File: config.mk
export PLATFORM = sky130hd
export DESIGN_NAME = mxg_merge
export DESIGN_NICKNAME = d
export VERILOG_FILES = /design/src/hdl/mxg_pkg.sv /design/src/hdl/mxg_fma.sv /design/src/hdl/mxg_merge.sv
export SDC_FILE = /design/constraint.sdc
export NUM_CORES = 2
export LEC_CHECK = 0
export ABC_AREA = 1
export BUFFER_PORTS_ARGS = -buffer_cell sky130_fd_sc_hd__buf_2
export CELL_PAD_IN_SITES_DETAIL_PLACEMENT = 1
export CELL_PAD_IN_SITES_GLOBAL_PLACEMENT = 2
export CORE_MARGIN = 5
export CORE_UTILIZATION = 35
export CTS_BUF_LIST = sky130_fd_sc_hd__clkbuf_16
export CTS_CLUSTER_SIZE = 14
export DETAILED_ROUTE_END_ITERATION = 16
export PLACE_DENSITY = 0.95
export REMOVE_ABC_BUFFERS = 1
export SYNTH_ARGS = -nofsm -noshare
export SYNTH_HDL_FRONTEND = slang
export SYNTH_SLANG_ARGS = --single-unit
File: constraint.sdc
create_clock -name i_clk -period 17 [get_ports i_clk]
set_input_delay 1.7 -clock i_clk [delete_from_list [all_inputs] [get_ports i_clk]]
set_output_delay 1.7 -clock i_clk [all_outputs]
set_load 0.005 [all_outputs]
File: src/hdl/mxg_pkg.sv
package mxg_pkg;

    localparam int LANES_DEF = 8;
    localparam int TDATA_W   = 304;
    localparam int ACT_LSB   = 32;
    localparam int SCALE_LSB = 288;
    localparam int CNT_LSB   = 296;
    localparam int CNT_W     = 4;

    localparam logic [7:0]  SCALE_SKIP = 8'd255;
    localparam logic [31:0] FP_NEG_ZERO = 32'h8000_0000;
    localparam logic [31:0] FP_POS_ZERO = 32'h0000_0000;
    localparam logic [31:0] FP_QNAN     = 32'hFFC0_0000;

    // small multiplier operand: value = (m15 ? 3 : 2) * 2^(exp-1)
    typedef struct packed {
        logic              sgn;
        logic              zero;
        logic signed [8:0] exp;
        logic              m15;
    } t_bop;

    localparam t_bop ONE_BOP = '{sgn: 1'b0, zero: 1'b0, exp: 9'sd0, m15: 1'b0};

    typedef struct packed {
        logic             go;
        logic             row_clear;
        logic [7:0]       scale;
        logic [CNT_W-1:0] tail_n;
    } t_mctl;

    typedef enum logic [2:0] {
        T_IDLE,
        T_DISPATCH,
        T_LANE_WAIT,
        T_GROUP,
        T_MERGE_WAIT,
        T_OUT
    } t_state;

    typedef enum logic [3:0] {
        M_IDLE,
        M_P0,
        M_P1,
        M_P2,
        M_P3,
        M_Q01,
        M_Q23,
        M_SUB,
        M_TAIL,
        M_SCALE,
        M_ROW,
        M_DONE
    } t_step;

    function automatic t_bop e2m1_bop(input logic [3:0] c);
        t_bop b;
        b.sgn  = c[3];
        b.zero = (c[2:0] == 3'd0);
        b.m15  = c[0] & (c[2:1] != 2'd0);
        b.exp  = $signed({7'd0, c[2:1]}) - 9'sd1;
        return b;
    endfunction

    function automatic t_bop scale_bop(input logic [7:0] s);
        t_bop b;
        b.sgn  = 1'b0;
        b.zero = 1'b0;
        b.m15  = 1'b0;
        b.exp  = $signed({1'b0, s}) - 9'sd127;
        return b;
    endfunction

    function automatic logic [31:0] act_to_bf16(input logic [31:0] u);
        logic [31:0] t;
        t = u + 32'h0000_7FFF + {31'd0, u[16]};
        return {t[31:16], 16'd0};
    endfunction

endpackage

File: src/hdl/mxg_fma.sv
module mxg_fma
    import mxg_pkg::*;
(
    input  logic        i_clk,
    input  logic        i_rst_n,
    input  logic        i_valid,
    input  logic [31:0] i_a,
    input  t_bop        i_b,
    input  logic [31:0] i_c,
    output logic        o_valid,
    output logic [31:0] o_res
);

    // stage 1: unpack, small product, alignment
    logic               a_s, c_s, ps, a_nan, a_inf, c_nan, c_inf, p_top, lost;
    logic [7:0]         a_e, c_e;
    logic [22:0]        a_f, c_f;
    logic [23:0]        ma, mc;
    logic [25:0]        pm, op_hi, op_lo;
    logic signed [11:0] pe, ce, pe_u, ce_u, mx, dif;
    logic [5:0]         dsh;
    logic [57:0]        lo_w, lo_sh, x1, y1;
    logic               sx1, sy1, sp1;
    logic [31:0]        spv1;

    always_comb begin
        a_s   = i_a[31];
        a_e   = i_a[30:23];
        a_f   = i_a[22:0];
        c_s   = i_c[31];
        c_e   = i_c[30:23];
        c_f   = i_c[22:0];
        a_nan = (a_e == 8'hFF) && (a_f != 23'd0);
        a_inf = (a_e == 8'hFF) && (a_f == 23'd0);
        c_nan = (c_e == 8'hFF) && (c_f != 23'd0);
        c_inf = (c_e == 8'hFF) && (c_f == 23'd0);
        ps    = a_s ^ i_b.sgn;
        ma    = {(a_e != 8'd0), a_f};
        mc    = {(c_e != 8'd0), c_f};
        if (i_b.zero) begin
            pm = '0;
        end else if (i_b.m15) begin
            pm = {2'b0, ma} + {1'b0, ma, 1'b0};
        end else begin
            pm = {1'b0, ma, 1'b0};
        end
        pe = $signed({4'd0, (a_e == 8'd0) ? 8'd1 : a_e}) - 12'sd151
           + $signed({{3{i_b.exp[8]}}, i_b.exp});
        ce = $signed({4'd0, (c_e == 8'd0) ? 8'd1 : c_e}) - 12'sd150;
        pe_u  = (pm == 26'd0) ? ce : pe;
        ce_u  = (mc == 24'd0) ? pe_u : ce;
        p_top = (pe_u >= ce_u);
        mx    = p_top ? pe_u : ce_u;
        dif   = p_top ? (pe_u - ce_u) : (ce_u - pe_u);
        dsh   = (dif > 12'sd63) ? 6'd63 : dif[5:0];
        op_hi = p_top ? pm : {2'b0, mc};
        op_lo = p_top ? {2'b0, mc} : pm;
        lo_w  = {op_lo, 32'd0};
        lo_sh = lo_w >> dsh;
        lost  = ((lo_w & ~({58{1'b1}} << dsh)) != 58'd0);
        x1    = {op_hi, 32'd0};
        y1    = {lo_sh[57:1], lo_sh[0] | lost};
        sx1   = p_top ? ps : c_s;
        sy1   = p_top ? c_s : ps;
        sp1   = 1'b1;
        spv1  = FP_QNAN;
        if (a_nan) begin
            spv1 = i_a | 32'h0040_0000;
        end else if (a_inf && i_b.zero) begin
            spv1 = FP_QNAN;
        end else if (c_nan) begin
            spv1 = i_c | 32'h0040_0000;
        end else if (a_inf) begin
            spv1 = (c_inf && (c_s != ps)) ? FP_QNAN : {ps, 8'hFF, 23'd0};
        end else if (c_inf) begin
            spv1 = i_c;
        end else begin
            sp1 = 1'b0;
        end
    end

    logic               r1_v, r1_sx, r1_sy, r1_zs, r1_sp;
    logic [57:0]        r1_x, r1_y;
    logic signed [11:0] r1_l;
    logic [31:0]        r1_spv;

    always_ff @(posedge i_clk) begin
        if (!i_rst_n) begin
            r1_v <= 1'b0;
        end else begin
            r1_v <= i_valid;
        end
        r1_x   <= x1;
        r1_y   <= y1;
        r1_sx  <= sx1;
        r1_sy  <= sy1;
        r1_zs  <= ps & c_s;
        r1_l   <= mx - 12'sd32;
        r1_sp  <= sp1;
        r1_spv <= spv1;
    end

    // stage 2: signed magnitude add
    logic [58:0] sum2, dif2, s2;
    logic        sg2;

    always_comb begin
        sum2 = {1'b0, r1_x} + {1'b0, r1_y};
        dif2 = {1'b0, r1_x} - {1'b0, r1_y};
        if (r1_sx == r1_sy) begin
            s2  = sum2;
            sg2 = r1_sx;
        end else if (dif2[58]) begin
            s2  = -dif2;
            sg2 = r1_sy;
        end else begin
            s2  = dif2;
            sg2 = r1_sx;
        end
    end

    logic               r2_v, r2_sg, r2_zs, r2_sp;
    logic [58:0]        r2_s;
    logic signed [11:0] r2_l;
    logic [31:0]        r2_spv;

    always_ff @(posedge i_clk) begin
        if (!i_rst_n) begin
            r2_v <= 1'b0;
        end else begin
            r2_v <= r1_v;
        end
        r2_s   <= s2;
        r2_sg  <= sg2;
        r2_zs  <= r1_zs;
        r2_l   <= r1_l;
        r2_sp  <= r1_sp;
        r2_spv <= r1_spv;
    end

    // stage 3: leading one, fp32 lsb position, shift
    logic [5:0]         pos, rsh;
    logic signed [11:0] e3, r3e, sham, nsh;
    logic [58:0]        wide, sr;
    logic [23:0]        m3;
    logic               g3, st3;

    always_comb begin
        pos = 6'd0;
        for (int i = 0; i < 59; i++) begin
            if (r2_s[i]) begin
                pos = 6'(i);
            end
        end
        e3   = r2_l + $signed({6'd0, pos});
        r3e  = ((e3 - 12'sd23) < -12'sd149) ? -12'sd149 : (e3 - 12'sd23);
        sham = r3e - r2_l;
        nsh  = -sham;
        rsh  = (sham > 12'sd63) ? 6'd63 : sham[5:0];
        wide = r2_s << nsh[4:0];
        sr   = r2_s >> rsh;
        if (sham <= 12'sd0) begin
            m3  = wide[23:0];
            g3  = 1'b0;
            st3 = 1'b0;
        end else begin
            m3  = sr[23:0];
            g3  = (rsh <= 6'd59) ? r2_s[rsh - 6'd1] : 1'b0;
            st3 = ((r2_s & ~({59{1'b1}} << (rsh - 6'd1))) != 59'd0);
        end
    end

    logic               r3_v, r3_g, r3_st, r3_sg, r3_zero, r3_zs, r3_sp;
    logic [23:0]        r3_m;
    logic signed [11:0] r3_r;
    logic [31:0]        r3_spv;

    always_ff @(posedge i_clk) begin
        if (!i_rst_n) begin
            r3_v <= 1'b0;
        end else begin
            r3_v <= r2_v;
        end
        r3_m    <= m3;
        r3_g    <= g3;
        r3_st   <= st3;
        r3_r    <= r3e;
        r3_sg   <= r2_sg;
        r3_zero <= (r2_s == 59'd0);
        r3_zs   <= r2_zs;
        r3_sp   <= r2_sp;
        r3_spv  <= r2_spv;
    end

    // stage 4: round to nearest even, encode
    logic               inc;
    logic [24:0]        mr;
    logic signed [11:0] eb;
    logic [34:0]        enc;
    logic [31:0]        res4;

    always_comb begin
        inc = r3_g & (r3_st | r3_m[0]);
        mr  = {1'b0, r3_m} + {24'd0, inc};
        eb  = r3_r + 12'sd149;
        enc = {eb, 23'd0} + {10'd0, mr};
        if (r3_sp) begin
            res4 = r3_spv;
        end else if (r3_zero) begin
            res4 = {r3_zs, 31'd0};
        end else if (enc >= 35'h0_7F80_0000) begin
            res4 = {r3_sg, 8'hFF, 23'd0};
        end else begin
            res4 = {r3_sg, enc[30:0]};
        end
    end

    logic        r_v;
    logic [31:0] r_res;

    always_ff @(posedge i_clk) begin
        if (!i_rst_n) begin
            r_v <= 1'b0;
        end else begin
            r_v <= r3_v;
        end
        r_res <= res4;
    end

    assign o_valid = r_v;
    assign o_res   = r_res;

endmodule

File: src/hdl/mxg_merge.sv
module mxg_merge
    import mxg_pkg::*;
#(
    parameter int LANES = LANES_DEF
) (
    input  logic                 i_clk,
    input  logic                 i_rst_n,
    input  t_mctl                i_ctl,
    input  logic [31:0]          i_sums [LANES],
    input  logic [31:0]          i_x    [LANES],
    input  logic [4*LANES-1:0]   i_w,
    output logic                 o_done,
    output logic [31:0]          o_row
);

    localparam int HALF = LANES / 2;
    localparam int KW   = $clog2(LANES);

    t_step            r_step, n_step;
    logic             r_wait, n_wait;
    logic [CNT_W-1:0] r_k, n_k;
    logic [31:0]      r_t [4];
    logic [31:0]      r_sub, r_row;

    logic        issue, fma_v;
    logic [31:0] op_a, op_c, fma_res;
    t_bop        op_b;
    t_step       after_tail;

    mxg_fma u_fma (
        .i_clk   (i_clk),
        .i_rst_n (i_rst_n),
        .i_valid (issue),
        .i_a     (op_a),
        .i_b     (op_b),
        .i_c     (op_c),
        .o_valid (fma_v),
        .o_res   (fma_res)
    );

    always_comb begin
        op_a  = r_sub;
        op_b  = ONE_BOP;
        op_c  = r_sub;
        issue = !r_wait;
        case (r_step)
            M_P0: begin
                op_a = i_sums[0];
                op_c = i_sums[HALF];
            end
            M_P1: begin
                op_a = i_sums[1];
                op_c = i_sums[HALF+1];
            end
            M_P2: begin
                op_a = i_sums[2];
                op_c = i_sums[HALF+2];
            end
            M_P3: begin
                op_a = i_sums[3];
                op_c = i_sums[HALF+3];
            end
            M_Q01: begin
                op_a = r_t[0];
                op_c = r_t[1];
            end
            M_Q23: begin
                op_a = r_t[2];
                op_c = r_t[3];
            end
            M_SUB: begin
                op_a = r_t[0];
                op_c = r_t[2];
            end
            M_TAIL: begin
                op_a = i_x[r_k[KW-1:0]];
                op_b = e2m1_bop(i_w[4*r_k[KW-1:0] +: 4]);
                op_c = r_sub;
            end
            M_SCALE: begin
                op_a = r_sub;
                op_b = scale_bop(i_ctl.scale);
                op_c = FP_NEG_ZERO;
            end
            M_ROW: begin
                op_a = r_row;
                op_c = r_sub;
            end
            default: begin
                issue = 1'b0;
            end
        endcase
    end

    always_comb begin
        after_tail = (i_ctl.scale == SCALE_SKIP) ? M_DONE : M_SCALE;
        n_step = r_step;
        n_wait = r_wait;
        n_k    = r_k;
        o_done = 1'b0;
        if (issue) begin
            n_wait = 1'b1;
        end
        case (r_step)
            M_IDLE: begin
                if (i_ctl.go) begin
                    n_step = M_P0;
                end
            end
            M_DONE: begin
                o_done = 1'b1;
                n_step = M_IDLE;
            end
            default: begin
                if (fma_v) begin
                    n_wait = 1'b0;
                    case (r_step)
                        M_P0:    n_step = M_P1;
                        M_P1:    n_step = M_P2;
                        M_P2:    n_step = M_P3;
                        M_P3:    n_step = M_Q01;
                        M_Q01:   n_step = M_Q23;
                        M_Q23:   n_step = M_SUB;
                        M_SUB: begin
                            n_k    = '0;
                            n_step = (i_ctl.tail_n != '0) ? M_TAIL : after_tail;
                        end
                        M_TAIL: begin
                            n_k = r_k + 1'b1;
                            if (n_k == i_ctl.tail_n) begin
                                n_step = after_tail;
                            end
                        end
                        M_SCALE: n_step = M_ROW;
                        M_ROW:   n_step = M_DONE;
                        default: n_step = M_IDLE;
                    endcase
                end
            end
        endcase
    end

    always_ff @(posedge i_clk) begin
        if (!i_rst_n) begin
            r_step <= M_IDLE;
            r_wait <= 1'b0;
            r_k    <= '0;
        end else begin
            r_step <= n_step;
            r_wait <= n_wait;
            r_k    <= n_k;
        end
    end

    always_ff @(posedge i_clk) begin
        if (fma_v) begin
            case (r_step)
                M_P0:    r_t[0] <= fma_res;
                M_P1:    r_t[1] <= fma_res;
                M_P2:    r_t[2] <= fma_res;
                M_P3:    r_t[3] <= fma_res;
                M_Q01:   r_t[0] <= fma_res;
                M_Q23:   r_t[2] <= fma_res;
                default: r_sub  <= fma_res;
            endcase
        end
    end

    always_ff @(posedge i_clk) begin
        if (!i_rst_n) begin
            r_row <= FP_POS_ZERO;
        end else if (i_ctl.row_clear) begin
            r_row <= FP_POS_ZERO;
        end else if (fma_v && (r_step == M_ROW)) begin
            r_row <= fma_res;
        end
    end

    assign o_row = r_row;

endmodule

Word-level counts from Yosys, hierarchy flattened
Memories as Yosys holds them, arrays and structs flattened.
Index checks and enable logic that the tools add are counted.
- register bits after elaboration: 421
- memory bits (writable): 128
- output and inout bits: 33
- logic and storage cells: 287
- memories: 1
- memories (memory ; words ; bits a word ; rd ports ; clocked after memory_dff ; wr ports ; line ; RTL):
    r_t ; 4 ; 32 ; 4 ; 0 ; 1 ; mxg_merge.sv:22 ; logic [31:0] r_t [4];
- $add $sub $neg: 21
- $lt $le $gt $ge: 9
- equal/unequal tests: 19
- shift operators: 6
- multiplexer cells: 138
- bitwise logic cells: 17
- reductions and logical operators: 41
- operator list (operator ; number):
    case mux 32 bit (8 select lines) ; 2
    two-way mux 32 bit ; 15
    two-way mux 6 bit ; 29
    two-way mux 59 bit ; 2
    binary-select mux 32 bit (select 3 bit) ; 1
    OR reduction 32 bit ; 3
    two-way mux 5 bit ; 16
    two-way mux 26 bit ; 3
    two-way mux 12 bit ; 5
    adder 58 x 58 -> 59 bit ; 1
    bitwise AND 59 bit ; 1
    zero test 59 bit ; 1
    negation 59 bit ; 1
    NOT 59 bit ; 1
    nonzero test 59 bit ; 1
    << shifter 59 x 5 -> 24 bit ; 1
    << shifter 59 x 6 -> 59 bit, first input constant ; 1
    right shift 59 x 6 -> 24 bit ; 1
    subtractor 58 x 58 -> 59 bit ; 1
    bitwise AND 58 bit ; 1
    NOT 58 bit ; 1
    nonzero test 58 bit ; 1
    << shifter 58 x 6 -> 58 bit, first input constant ; 1
    right shift 58 x 6 -> 58 bit ; 1
    70 further kinds ; 160

Logic depth before layout (Yosys ltp)
- depth in word-level cells: 70
- mapped depth: 118
- depth with buffers taken out: 117

Cells and area by module
From an unflattened synthesis, not the netlist that was laid out.
- cell total of the unflattened synthesis: 6164
- area total of the unflattened synthesis: 40970.5 µm²
- modules (own cells, without submodules) (module ; instances ; cells an instance ; area each (µm²) ; seq. area each (µm²)):
    mxg_fma ; 1 ; 4291 ; 27590.2 ; 6966.7
    mxg_merge ; 1 ; 1873 ; 13380.3 ; 5625.4

Least setup slack after synthesis
OpenSTA, ideal clock, no wires.
- path type: input to register
- start point: in i_x[67] in the netlist's numbering
- end point: reg u_fma.r1_y[27]
- data arrival time: 10.693 ns
- slack: 6.170 ns
- stages: 74
- buffers on the path: 2
- cell sequence: o21ai_0 -> o221ai_1 -> nand3_1 -> o21ai_0 -> a221oi_1 -> nand3_1 -> o21a_1 -> ha_1 -> a21oi_1 -> inv_1 -> a31oi_1 -> o21ai_0 -> nand3_1 -> nand2_1 -> nand3_1 -> nand2_1 -> nand3_1 -> nand2_1 -> (+38 left out) -> xor2_1 -> nor4b_1 -> nand2_1 -> o22ai_1 -> inv_1 -> o22ai_1 -> nand2_1 -> inv_1 -> clkbuf_1 -> o21ai_0 -> inv_1 -> nor2_1 -> a21oi_1 -> inv_1 -> o21ai_0 -> inv_1 -> o21ai_0 -> o22ai_1
- word-level cells in the longest chain between the ends: 15
- elaborated cells on any way between the ends: 18
- RTL lines (what ; line ; RTL):
    from (decl) ; mxg_merge.sv:10 ; input logic [31:0] i_x [LANES],
    binary-select mux 32 bit (select 3 bit) (*) ; mxg_merge.sv:76 ; op_a = i_x[r_k[KW-1:0]];
    two-way mux 32 bit (implied by the code) (*) (2 in a row) ; mxg_merge.sv:76 ;
    case mux 32 bit (8 select lines) (*) ; mxg_merge.sv:46 ; case (r_step)
    adder 24 x 25 -> 26 bit ; mxg_fma.sv:43 ; pm = {2'b0, ma} + {1'b0, ma, 1'b0};
    two-way mux 26 bit (*) ; mxg_fma.sv:42 ; end else if (i_b.m15) begin
    two-way mux 26 bit (*) ; mxg_fma.sv:40 ; if (i_b.zero) begin
    zero test 26 bit ; mxg_fma.sv:50 ; pe_u = (pm == 26'd0) ? ce : pe;
    two-way mux 12 bit ; mxg_fma.sv:50 ;
    two-way mux 12 bit ; mxg_fma.sv:51 ; ce_u = (mc == 24'd0) ? pe_u : ce;
    subtractor 12 bit / greater-or-equal comparator 12 bit (equally long branches) ; mxg_fma.sv:54, mxg_fma.sv:52 ;
    two-way mux 12 bit ; mxg_fma.sv:54 ; dif = p_top ? (pe_u - ce_u) : (ce_u - pe_u);
    > comparator 12 x 7 -> 1 bit ; mxg_fma.sv:55 ; dsh = (dif > 12'sd63) ? 6'd63 : dif[5:0];
    two-way mux 6 bit ; mxg_fma.sv:55 ;
    right shift 58 x 6 -> 58 bit (*) ; mxg_fma.sv:59 ; lo_sh = lo_w >> dsh;
    to (signal assigned) ; mxg_fma.sv:94 ; r1_y <= y1;
    to (decl) ; mxg_fma.sv:83 ; logic [57:0] r1_x, r1_y;
Every way passes the cells marked *; elsewhere a longest branch is shown, timed or not. The select of a mux whose other input is x is not followed.
A chain may end at the register's enable or synchronous reset.

Final worst setup path
- start point: reg r_k[1]
- end point: reg u_fma.r1_y[0]
- word-level cells in the longest chain between the ends: 21
- elaborated cells on any way between the ends: 35
- RTL lines (what ; line ; RTL):
    from (decl) ; mxg_merge.sv:21 ; logic [CNT_W-1:0] r_k, n_k;
    from (signal assigned) ; mxg_merge.sv:151 ; r_k <= n_k;
    NOT 3 -> 4 bit (implied by the code) ; mxg_merge.sv:76 ;
    binary-select mux 32 bit (select 3 bit) ; mxg_merge.sv:76 ;
    two-way mux 32 bit (implied by the code) (2 in a row) ; mxg_merge.sv:76 ;
    case mux 32 bit (8 select lines) ; mxg_merge.sv:46 ;
    nonzero test 8 bit ; mxg_fma.sv:38 ; ma = {(a_e != 8'd0), a_f};
    adder 24 x 25 -> 26 bit ; mxg_fma.sv:43 ;
    two-way mux 26 bit ; mxg_fma.sv:42 ;
    two-way mux 26 bit ; mxg_fma.sv:40 ;
    (+5 left out) ; - ;
    > comparator 12 x 7 -> 1 bit ; mxg_fma.sv:55 ;
    two-way mux 6 bit ; mxg_fma.sv:55 ;
    << shifter 58 x 6 -> 58 bit ; mxg_fma.sv:60 ; lost = ((lo_w & ~({58{1'b1}} << dsh)) != 58'd0);
    NOT 58 bit ; mxg_fma.sv:60 ;
    bitwise AND 58 bit ; mxg_fma.sv:60 ;
    nonzero test 58 bit ; mxg_fma.sv:60 ;
    OR 1 bit (*) ; mxg_fma.sv:62 ; y1 = {lo_sh[57:1], lo_sh[0] | lost};
    net u_fma.y1[0] ; mxg_fma.sv:22 ; logic [57:0] lo_w, lo_sh, x1, y1;
The timed path passes the listed nets; every way through them passes the cells marked *. The select of a mux whose other input is x is not followed.

==> flow_summary.json <==
{
  "root_buffer": "clkbuf_16",
  "yosysTopAreaCell": "dfxtp_1",
  "crit_start": "r_k[1]",
  "cts_max_level": 2,
  "crit_path_frequent_cell": "nand2_1",
  "grt_pass1_vias": 46300,
  "overflow": 0,
  "netlist_area_um2": 40100,
  "maxCapViolCount": 0,
  "area_growth_pct": 16.1,
  "cts.clk_slew.worst_paths_ns": 0.06,
  "final_cell_area_um2": 46500,
  "rr_worst_depth": 71,
  "final_util": 0.408,
  "synth_ff_type": "dfxtp_1",
  "rows": 124,
  "crit_path_end": "u_fma.r1_y[0]",
  "max_freq_mhz": 71.2,
  "dp_cells": 7896,
  "tightest_slew_ns": 1.26,
  "tns_ns": 0,
  "ys_top_cells_by_area": "dfxtp_1 (19%), nand2_1 (13%), edfxtp_1 (12%)",
  "fin_cells": 8027,
  "wl_mm": 205,
  "synth.distinct_cells": 72,
  "postCtsSetupRepairBufs": 0,
  "drt-initial-drc-count": 4035,
  "nets": 7175,
  "dp_hpwl_mm": 162,
  "synth_top_area_frac": 0.194,
  "reg2reg_setup_slack_ns": 2.95,
  "rr_endpoint": "u_fma.r1_y[0]",
  "ys_seq_area_frac": 0.314,
  "drtPass1Iterations": 5,
  "track_usage": 0.320,
  "synthTopCellsByCount": "nand2_1 (1430), inv_1 (657), o21ai_0 (649), nor2_1 (642), nand3_1 (478)",
  "viasPerCell": 5.70,
  "synth_warnings": 0,
  "syn_area_per_cell_um2": 6.65,
  "synth_edf_count": 160,
  "remaining_drc_errors": 0,
  "fill_cells": 14900,
  "ys_seq_elements": 549,
  "die_h_um": 348,
  "crit_slowest_cell": "dfxtp_2",
  "final_hold_viol_count": 0,
  "r2r_start": "r_k[1]",
  "antenna_found_initial": 29,
  "ant_nets": 0,
  "die_area_um2": 121000,
  "synthArstFlopShare": 0,
  "cts_tree": "yes",
  "cts_hold_buf": 0,
  "vias": 45800,
  "io_pins": 593,
  "initial_core_util": 0.352,
  "rsz0062_at_grt": "no",
  "max_stage_delay_ns": 0.84,
  "final_max_slew_viol_count": 0,
  "coreArea_um2": 114000,
  "clock_path_buffers": 3,
  "die_w_um": 348,
  "place_area_um2": 44500,
  "start_kind": "flop",
  "hp-class": "flop to flop",
  "worst_ep_arrival_time_ns": 14.55,
  "fin_crit_sh": 0.827,
  "clock_latency_ns": 0.68,
  "yosys.cell_count.top_type": "nand2_1",
  "netlist_instances": 6025,
  "status": "complete, no violations",
  "end_kind": "flop",
  "grt_pass1_wl_mm": 297,
  "place.gp.congestion": 0.969,
  "path_class": "flop to flop",
  "clkSinkCount": 549,
  "cts_resized": 0,
  "drive_gt1_frac": 0.134,
  "grt_max_degree": 86,
  "wire_per_inst_um": 25.6,
  "relSlewSlack": 0.156,
  "setup_violations": 0,
  "cts_buffers": 60,
  "min_period_ns": 14.05,
  "crit_fanout": 82,
  "crit_required_ns": 17.50,
  "finalClockSkew_ns": 0.0367,
  "port_buffers": 592
}
## metrics by stage
stage,setup slack [ns],hold slack (ns)
5_1_grt,1.77,0.321
6_report,2.95,0.303
4_1_cts,3.20,0.312
3_5_place_dp,2.83,0.313
3_3_place_gp,2.88,0.310
2_1_floorplan,-1.28,0.310
## sequential cells by signal, summed over array words and instances (netlist names), 24 cells and up
signal / count
u_fma.r2_s: 59
u_fma.o_res: 32
u_fma.r3_m: 24
u_fma.r3_spv: 32
u_fma.r1_spv: 32
o_row: 32
u_fma.r1_y: 58
u_fma.r1_x: 26
u_fma.r2_spv: 32
r_sub: 32
r_t: 128
## final cells by class
| cell class | count | area (um2) | share of cell area |
|---|---|---|---|
| flip-flops and latches | 549 | 12600 | 0.271 |
| clock buffers | 64 | 1600 | 0.0344 |
| inverters | 684 | 2570 | 0.0552 |
| well taps | 1512 | 1890 | 0.0406 |
| multi-input cells | 4485 | 23900 | 0.514 |
| diodes | 17 | 42.5 | 0.000914 |
| clock inverters | 50 | 419 | 0.00901 |
| repair buffers | 666 | 3520 | 0.0756 |
## placed cells by master (no fill, tap or decap), types with 17 or more instances in the layout
cell	Yosys	layout
nand2_1	1430	1428
inv_1	657	659
o21ai_0	649	649
nor2_1	642	625
buf_2	14	592
nand3_1	478	478
dfxtp_1	389	385
a21oi_1	197	194
ha_1	162	162
edfxtp_1	160	160
xor2_1	142	142
buf_4	0	74
o22ai_1	70	70
o221ai_1	69	69
a221oi_1	69	69
nand4_1	67	67
clkbuf_16	0	64
o211ai_1	61	61
a22o_1	50	50
nor3_1	47	45
a211oi_1	38	38
xnor2_1	36	36
o31ai_1	34	34
or2_2	27	28
nor4_1	25	25
clkinv_1	18	23
inv_2	9	19
o21a_1	19	19
nor2_4	2	18
diode_2	0	17
a31oi_1	17	17
o21bai_1	17	17
## how the worst min path moves through the flow
stage | start | to | slack, ns | depth (start not counted)
floorplan | u_fma.r1_l[0] | u_fma.r2_l[0] | 0.31 | 0
global placement | u_fma.r2_spv[23] | u_fma.r3_spv[23] | 0.31 | 0
detailed placement | u_fma.r1_spv[18] | u_fma.r2_spv[18] | 0.31 | 0
CTS | u_fma.r1_spv[15] | u_fma.r2_spv[15] | 0.31 | 0
global route | u_fma.r1_spv[15] | u_fma.r2_spv[15] | 0.32 | 0
finish | u_fma.r1_spv[15] | u_fma.r2_spv[15] | 0.30 | 0
## layer usage
metal | part of all wire | wire length (um) | track usage
met4 | 0.061 | 12600 | 0.167
met2 | 0.47 | 95500 | 0.536
met5 | 0.00049 | 100 | 0
met1 | 0.41 | 84000 | 0.404
met3 | 0.064 | 13100 | 0.0424
## critical path: cells and delay by family (launching register included)
kind                     cells  cell delay [ns]
XOR/XNOR                     1             0.16
AO/OA/AOI/OAI               25             5.30
flip-flops                   1             0.84
buffers and inverters       12             2.90
AND/OR/NAND/NOR             31             3.74
adder cells (fa/ha/maj)      2             0.82
## logic make-up (layout without fill, tap and decap cells)
logic type	Yosys count	after routing	synth area share
flops	549	549	0.314
simple gates	2755	2755	0.288
buf+inv	998	1464	0.0946
fa+ha+maj	169	169	0.0541
xor+xnor	179	179	0.0393
mux	11	11	0.00275
compound gates	1363	1363	0.208
other cells	1	25	0.0000935
Power is left out: the tool's default activity adds up to more than one toggle a clock period on the data nets, which glitch-free logic cannot reach.
